**config.mk**
```make
export PLATFORM = sky130hd
export DESIGN_NAME = counting_bloom_bitmap
export DESIGN_NICKNAME = d
export VERILOG_FILES = /design/src/design/cbb_pkg.sv /design/src/design/cbb_lane.sv /design/src/design/cbb_merge.sv /design/src/design/counting_bloom_bitmap.sv
export SDC_FILE = /design/constraint.sdc
export NUM_CORES = 2
export LEC_CHECK = 0
export ABC_AREA = 0
export BUFFER_PORTS_ARGS = -buffer_cell sky130_fd_sc_hd__buf_4
export CORE_ASPECT_RATIO = 1.4
export CORE_MARGIN = 1
export CORE_UTILIZATION = 40
export CTS_CLUSTER_DIAMETER = 150
export DETAILED_ROUTE_END_ITERATION = 6
export GPL_TIMING_DRIVEN = 0
export SYNTH_ARGS = -nofsm -noshare
export SYNTH_HDL_FRONTEND = slang
export SYNTH_SLANG_ARGS = --single-unit
```
**constraint.sdc**
```tcl
create_clock -name clk_i -period 10.05 [get_ports clk_i]
set_input_delay 1.5075 -clock clk_i [delete_from_list [all_inputs] [get_ports clk_i]]
set_output_delay 1.5075 -clock clk_i [all_outputs]
set_load 0.01 [all_outputs]
```
**src/design/cbb_pkg.sv**
```systemverilog
`default_nettype none

package cbb_pkg;

  // Number of live filter positions (8..64); port fields stay 64 bits wide
  localparam int unsigned FILTER_BITS = 64;
  localparam int unsigned FIELD_W     = 64;

  // Per-position reference counter
  localparam int unsigned CNT_W   = 16;
  localparam logic [CNT_W-1:0] CNT_MAX = {CNT_W{1'b1}};

  typedef enum logic {
    OP_ADD    = 1'b0,
    OP_REMOVE = 1'b1
  } op_e;

  // Control that the top level broadcasts to every lane
  typedef struct packed {
    logic upd;     // request accepted and this lane's mask bit is set
    op_e  op;
  } lane_ctrl_t;

endpackage

`default_nettype wire

```
**src/design/cbb_lane.sv**
```systemverilog
`default_nettype none

module cbb_lane (
  input  logic              clk_i,
  input  logic              rst_ni,
  input  cbb_pkg::lane_ctrl_t ctrl_i,
  output logic              bit_d_o
);
  import cbb_pkg::*;

  logic [CNT_W-1:0] cnt_q, cnt_d;
  logic             bit_q, bit_d;

  // Saturating increment on add, floor-at-zero decrement on remove
  always_comb begin
    cnt_d = cnt_q;
    bit_d = bit_q;
    if (ctrl_i.upd) begin
      unique case (ctrl_i.op)
        OP_ADD: begin
          if (cnt_q != CNT_MAX) cnt_d = cnt_q + CNT_W'(1);
          bit_d = 1'b1;
        end
        OP_REMOVE: begin
          if (cnt_q != '0) cnt_d = cnt_q - CNT_W'(1);
          if (cnt_d == '0) bit_d = 1'b0;
        end
        default: begin
          cnt_d = cnt_q;
          bit_d = bit_q;
        end
      endcase
    end
  end

  always_ff @(posedge clk_i or negedge rst_ni) begin
    if (!rst_ni) begin
      cnt_q <= '0;
      bit_q <= 1'b0;
    end else begin
      cnt_q <= cnt_d;
      bit_q <= bit_d;
    end
  end

  // Next filter bit goes straight to the merge stage
  assign bit_d_o = bit_d;

endmodule

`default_nettype wire

```
**src/design/cbb_merge.sv**
```systemverilog
`default_nettype none

module cbb_merge (
  input  logic                          clk_i,
  input  logic                          rst_ni,
  input  logic                          load_i,
  input  logic [cbb_pkg::FILTER_BITS-1:0] bits_i,
  input  logic                          out_ready_i,
  output logic                          out_valid_o,
  output logic [cbb_pkg::FIELD_W-1:0]   filter_bits_o,
  output logic                          free_o
);
  import cbb_pkg::*;

  logic               valid_q, valid_d;
  logic [FIELD_W-1:0] data_q;
  logic [FIELD_W-1:0] packed_bits;

  // Gather lane bits into the output word, unused positions read zero
  for (genvar j = 0; j < FIELD_W; j++) begin : g_pack
    if (j < FILTER_BITS) begin : g_live
      assign packed_bits[j] = bits_i[j];
    end else begin : g_dead
      assign packed_bits[j] = 1'b0;
    end
  end

  assign free_o = !valid_q || out_ready_i;

  always_comb begin
    valid_d = valid_q;
    if (load_i)           valid_d = 1'b1;
    else if (out_ready_i) valid_d = 1'b0;
  end

  always_ff @(posedge clk_i or negedge rst_ni) begin
    if (!rst_ni) begin
      valid_q <= 1'b0;
    end else begin
      valid_q <= valid_d;
    end
  end

  // Result register, payload only
  always_ff @(posedge clk_i) begin
    if (load_i) data_q <= packed_bits;
  end

  assign out_valid_o   = valid_q;
  assign filter_bits_o = data_q;

endmodule

`default_nettype wire

```
**src/design/counting_bloom_bitmap.sv**
```systemverilog
`default_nettype none

// Counting Bloom filter over a FILTER_BITS-wide bitmap (cbb_pkg, default 64).
// Each request carries op (add or remove) and a 64-bit topic mask; every
// accepted request returns exactly one result, the filter bitmap after the
// update. One lane per position holds a saturating 16-bit reference counter
// and its filter bit; the lanes whose mask bit is set update in the cycle a
// request is accepted, and the merge stage registers the new bitmap. A request
// is accepted every cycle as long as the result register is empty or being
// drained; a stalled output holds off input. Mask bits at or above
// FILTER_BITS are ignored and the matching output bits are zero.
module counting_bloom_bitmap (
  input  logic                        clk_i,
  input  logic                        rst_ni,
  input  logic                        in_valid_i,
  output logic                        in_ready_o,
  input  logic                        op_i,
  input  logic [cbb_pkg::FIELD_W-1:0] topic_mask_i,
  output logic                        out_valid_o,
  input  logic                        out_ready_i,
  output logic [cbb_pkg::FIELD_W-1:0] filter_bits_o
);
  import cbb_pkg::*;

  logic                   accept;
  logic                   free;
  logic [FILTER_BITS-1:0] lane_bits;

  assign in_ready_o = free;
  assign accept     = in_valid_i && free;

  // Position lanes
  for (genvar i = 0; i < FILTER_BITS; i++) begin : g_lane
    lane_ctrl_t ctrl;
    assign ctrl.upd = accept && topic_mask_i[i];
    assign ctrl.op  = op_e'(op_i);

    cbb_lane u_lane (
      .clk_i   (clk_i),
      .rst_ni  (rst_ni),
      .ctrl_i  (ctrl),
      .bit_d_o (lane_bits[i])
    );
  end

  // Merge lane bits into the result register
  cbb_merge u_merge (
    .clk_i         (clk_i),
    .rst_ni        (rst_ni),
    .load_i        (accept),
    .bits_i        (lane_bits),
    .out_ready_i   (out_ready_i),
    .out_valid_o   (out_valid_o),
    .filter_bits_o (filter_bits_o),
    .free_o        (free)
  );

endmodule

`default_nettype wire
```
## Word-level counts from Yosys, hierarchy flattened

Cells that the tools add are included.

| word-level totals | value |
|---|---|
| word-level logic and storage cells | 1161 |
| flip-flop bits (word level) | 1153 |
| output and inout port bits | 66 |

| operators by class | value |
|---|---|
| bitwise logic cells | 1 |
| equal/unequal tests | 128 |
| reduce and logical (&&, ||, !) cells | 260 |
| $add $sub $neg | 128 |
| multiplexer cells | 514 |

Operators with widths:

| kind | count |
|---|---|
| $mux 16 | 256 |
| $pmux 16 s2 | 64 |
| $add 16x1->16 const B | 64 |
| $logic_not 16->1 | 64 |
| $ne 16x16->1 const B | 64 |
| $reduce_bool 16->1 | 64 |
| $sub 16x1->16 const B | 64 |
| $mux 1 | 130 |
| $ne 2x1->1 const B | 64 |
| $pmux 1 s2 | 64 |
| $reduce_and 2->1 | 64 |
| $logic_and 1x1->1 | 65 |
| $reduce_bool 2->1 | 1 |
| $logic_not 1->1 | 1 |
| $logic_or 1x1->1 | 1 |
| $not 1->1 | 1 |

## Logic depth before layout (Yosys ltp)

| depth | value |
|---|---|
| word-level depth | 9 |
| gate-level depth with buffers | 11 |

## By module

A second synthesis with hierarchy kept.

| unflattened totals | value |
|---|---|
| cells, all modules | 10859 |
| area, all modules | 102138.0 µm² |

By module, submodules not included:

| module | area an instance (µm²) | sequential area each (µm²) | cells an instance | times used |
|---|---|---|---|---|
| cbb_lane at g_lane[0].u_lane ... | 1572.8 | 425.4 | 168 | 57 |
| cbb_lane at g_lane[62].u_lane ... | 1415.1 | 425.4 | 160 | 4 |
| cbb_merge | 1969.4 | 1946.9 | 67 | 1 |
| cbb_lane at g_lane[9].u_lane | 1470.2 | 425.4 | 172 | 1 |
| cbb_lane at g_lane[8].u_lane | 1452.6 | 425.4 | 176 | 1 |
| cbb_lane at g_lane[28].u_lane | 1392.6 | 425.4 | 149 | 1 |
| counting_bloom_bitmap | 545.5 | 0.0 | 79 | 1 |

## Worst setup path before layout

Ideal clock, no wire load.

| timing path | value |
|---|---|
| kind | input-to-reg |
| start point | input port out_ready_i |
| end point | register g_lane[27].u_lane.cnt_q[10] |
| library setup time | 0.064 ns |
| buffers on the path | 4 |
| path slack | 4.271 ns |
| stages | 9 |
| arrival | 5.715 ns |
| cell sequence | nand2b_1 -> and2_1 -> buf_2 -> buf_2 -> clkbuf_1 -> buf_1 -> o311ai_1 -> a211oi_1 -> a21o_1 |

| between the ends | value |
|---|---|
| word-level cells in the longest chain between the ends | 4 |

RTL lines:

| item | RTL line | source |
|---|---|---|
| from (decl) | counting_bloom_bitmap.sv:20 | `input logic out_ready_i,` |
| $logic_or 1x1->1 | cbb_merge.sv:28 | `assign free_o = !valid_q \|\| out_ready_i;` |
| $logic_and 1x1->1 | counting_bloom_bitmap.sv:30 | `assign accept = in_valid_i && free;` |
| via accept | counting_bloom_bitmap.sv:25 | `logic accept;` |
| $logic_and 1x1->1 | counting_bloom_bitmap.sv:35 | `assign ctrl.upd = accept && topic_mask_i[i];` |
| $reduce_and 2->1 (no source line) | -- |  |
| to (signal assigned) | cbb_lane.sv:41 | `cnt_q <= cnt_d;` |
| to (decl) | cbb_lane.sv:11 | `logic [CNT_W-1:0] cnt_q, cnt_d;` |

The timed path passes the listed nets, and every way through them passes these cells.
A chain may end at the register's enable or synchronous reset.

## Worst setup path after layout

| timing path | value |
|---|---|
| start point | input port op_i |
| end point | register g_lane[41].u_lane.cnt_q[0] |

| between the ends | value |
|---|---|
| word-level cells in the longest chain between the ends | 3 |
| elaborated cells between the ends (all ways) | 4 |
| classes of those cells | eq/ne: 1; mux: 1; bitwise: 1; reduce/logical: 1 |

RTL lines:

| item | RTL line | source |
|---|---|---|
| from (decl) | counting_bloom_bitmap.sv:17 | `input logic op_i,` |
| $not 1->1 | cbb_lane.sv:19 | `unique case (ctrl_i.op)` |
| $ne 2x1->1 (no source line) | -- |  |
| $reduce_and 2->1 (no source line) | -- |  |
| to (signal assigned) | cbb_lane.sv:41 |  |
| to (decl) | cbb_lane.sv:11 |  |

Parallel ways exist; a longest one is shown, timed or not.

==> key figures <==
Layout
  – Fillers: 20100
  – Reg area: 29200 µm²
  – Final std cells w/o fill: 13000
  – Post-layout util: 45.4%
  – Area of the multi-input gates: 48200 µm²
  – P&R area growth vs syn: 12.8%
  – Number of nets in the layout: 10500
  – Fin area: 91500 µm²
  – Share of layout cells above drive strength 1: 6.82%

Placement
  – GPL Wtd Cong: 0.987
  – Placed insts: 12700
  – Hpwl dp: 242000 µm
  – Port Buffer Count: 134
  – Placed inst area: 86800 µm²
  – Post-place setup slack: 1470 ps

Yosys
  – Warnings, synthesis: 0
  – Post-synthesis adder-cell area fraction: 2.96%
  – Synthesized area: 81200 µm²
  – Yosys top cell area share: 33.6%
  – Yosys reg bits: 1153
  – Distinct cells, synth: 102
  – Syn_area_per_cell: 8.20 µm²
  – Synth Instances: 9900
  – Compound-Gate Fraction of Synth Area: 15.3%
  – Synth Net Count: 10200
  – Synth Area in Simple Gates: 29.1%
  – Fraction of synthesized cell area in xor and xnor cells: 11.7%
  – Multiplexer area fraction after synthesis: 0.419%
  – Leading area contributor after synthesis: dfrtp_1
  – Largest family of logic cells by synthesized area: simple AND/OR/NAND/NOR gates
  – Post-synth EDFFs: 64
  – Synth Flop Type: dfrtp_1
  – Asr flop ratio synth: 94.4%
  – Ranking of synthesized cells by area: dfrtp_1 34%, xor2_1 6.8%, xnor2_1 4.9%, nor2_1 4.5%, a21oi_1 4.0%
  – Sequential area share after synthesis: 35.9%

Power and ir drop
  – Pleak: 37.0 nW
  – Internal power: 0.0127 W
  – Switching Share: 44.3%
  – Worst vdd ir: 0.000124 V
  – Net Sw Power: 0.0101 W
  – Sequential Power Share: 34.3%
  – Clock share of power: 23.1%
  – P per Cell Area: 250 nW/µm²
  – Gate power share: 42.6%

Global route
  – Pin count of the biggest net entering global routing: 165
  – First-pass GRT wire length: 499000 µm
  – Remaining Overflow, GRT: 0
  – Number of global-route vias before repair: 76100
  – Antenna violations before repair: 60
  – Gr usage total: 32.5%

Worst setup path
  – Worst Setup End Kind: flop
  – Crit path DAT: 8720 ps
  – WS Path Type: primary input to flop
  – Max FO, Critical Path: 12
  – Critical Path RT: 10750 ps
  – Buf/Inv on CP: 8
  – CP Launch Type: primary input
  – Crit-path leading delay family: buffers and inverters
  – Max incr delay on CP: 1160 ps
  – Cell Chain, Critical Path: buf_4 -> buf_2 -> buf_2 -> buf_2 -> buf_2 -> buf_2 -> buf_2 -> buf_1 -> a21oi_1 -> xnor2_1
  – Crit-path slowest cell: buf_1
  – Critical Path Most Common Cell: buf_2

Clocking
  – Clock net sink count: 1153
  – TritonCTS buffer count: 145
  – Post-CTS setup buffer count: 0
  – Clock Latency Late Sink: 830 ps
  – Cell chosen for the clock root: clkbuf_16
  – CTS max path bufs: 4
  – Post_cts resized: 0
  – Htree depth: 4
  – CTS tree: yes
  – Cts hold-fix bufs: 0
  – Clk slew on worst S/H paths: 60 ps

STA
  – Final Max Slew Viols: 23
  – Final worst slack: 2030 ps
  – RSZ-0062 raised after global routing: no
  – Relative max-transition margin: -2.35%
  – Final min period: 8020 ps
  – Fin Hold WS: 487 ps
  – Worst Tran Pin Value: 1540 ps
  – Max Fclk: 125 MHz
  – Crit share post-route: 79.8%
  – Clock skew: 42.1 ps
  – Setup violators final: 0
  – Final hold violations: 0

Routing
  – Final wirelength: 344000 µm
  – Initial DRC Count: 9081
  – Vias per cell: 6.27
  – WL/cell: 26.4 µm
  – Final ANT Viol Nets: 0
  – Total iterations of the first detailed-routing run: 7
  – Vias: 81700
  – Residual DRC: 130

Floorplanning
  – Die ar.: 205000 µm²
  – Placeable core area: 202000 µm²
  – Die Y-Extent: 535 µm
  – Starting density of the core: 40.3%
  – I/O Pins: 135
  – Die width: 383 µm
  – Site row count: 195

Flow run
  – Max_cap viols: 4

Status
  – Status: complete, but fails checks
  – Violations in the final reports: DRC, capacitance limit, slew limit

Min path
  – Hold WC Path Type: flop to flop
power groups by stage:
stage,Clock (W),Combinational [W],Sequential (W)
global placement,0,0.00933,0.00782
CTS,0.00538,0.00955,0.00778
global route,0.00553,0.0107,0.00805
floorplan,0,0.00714,0.00740
detailed placement,0,0.00950,0.00783
finish,0.00528,0.00973,0.00785
cell usage in the layout (no fill, tap or decap), types with 40 or more instances in the layout:
cell and n:
nand2b_1 62, a21oi_1 647, and4_1 69, diode_2 50
or3_1 157, a211oi_1 40, nor2b_1 77, o31ai_1 62
clkbuf_1 525, o211ai_1 47, nor4_1 238, nor3_1 481
nand3b_1 52, nand2_1 822, or2_2 47, clkbuf_2 63
and3_1 245, nand3_1 599, nand4_1 347, nor4b_1 58
and2_1 62, clkbuf_16 148, xor2_1 631, or4_1 77
nor3b_1 72, a22oi_1 41, buf_2 109, o22ai_1 80
dfrtp_1 1089, ha_1 192, a221oi_1 64, a32oi_1 43
edfxtp_1 64, a31oi_1 190, nor2_1 972, o21ai_0 304
inv_1 265, buf_4 135, xnor2_1 455
sequential cells by signal, indices dropped and copies added (netlist names):
register and count:
u_merge.filter_bits_o 64, g_lane.u_lane.bit_q 64, g_lane.u_lane.cnt_q 1024, u_merge.out_valid_o 1
cell usage after synthesis, types with 245 or more instances:
| library cell | number |
|---|---|
| a21oi_1 | 647 |
| and3_1 | 245 |
| clkbuf_1 | 555 |
| dfrtp_1 | 1089 |
| inv_1 | 265 |
| nand2_1 | 822 |
| nand3_1 | 599 |
| nand4_1 | 347 |
| nor2_1 | 972 |
| nor3_1 | 481 |
| o21ai_0 | 304 |
| xnor2_1 | 455 |
| xor2_1 | 631 |
worst paths after layout:
kind / cells past startpoint / startpoint / end / slack [ps]
worst max-delay path: 10 / op_i / g_lane[41].u_lane.cnt_q[0]$_DFFE_PN0P_ / 2030
worst min-delay path: 1 / g_lane[48].u_lane.cnt_q[9]$_DFFE_PN0P_ / g_lane[48].u_lane.cnt_q[9]$_DFFE_PN0P_ / 490
worst max register to register: 11 / u_merge.out_valid_o$_DFFE_PN0P_ / g_lane[40].u_lane.cnt_q[11]$_DFFE_PN0P_ / 4600
worst min register to register: 1 / g_lane[48].u_lane.cnt_q[9]$_DFFE_PN0P_ / g_lane[48].u_lane.cnt_q[9]$_DFFE_PN0P_ / 490
max in group asynchronous: 3 / rst_ni / g_lane[14].u_lane.bit_q$_DFF_PN0_ / 7560
min in group asynchronous: 1 / rst_ni / g_lane[29].u_lane.bit_q$_DFF_PN0_ / 620
layout make-up:
class	count	area share (%)
Multi-Input combinational cell	7781	52.7
Sequential cell	1153	31.9
Clock buffer	206	4.58
Tap cell	2659	3.63
Buffer	701	3.13
Timing Repair Buffer	186	2.39
Inverter	265	1.09
Clock inverter	39	0.474
Antenna cell	50	0.137
metal layers:
metal	track usage (%)	vias to the layer above	share of wire, %
li1	-	36700	-
met1	39.5	39800	38
met2	50.3	4148	45
met3	6.15	1053	8.7
met4	26.1	8	8.6
met5	0	-	0.018
cells by family after synthesis:
group                      Yosys count
and+or+nand+nor                   4548
AOI/OAI and AO/OA                 1922
DFF                               1153
xor gates and xnor gates          1086
buffers and inverters              966
adders and majority gates          192
muxes                               33
metrics by stage:
step           total power (W)  setup TNS, ps
2_1_floorplan           0.0145              0
3_3_place_gp            0.0171       -6638670
3_5_place_dp            0.0173              0
4_1_cts                 0.0227              0
5_1_grt                 0.0243              0
6_report                0.0229              0
(Power assumes the default switching activity.)
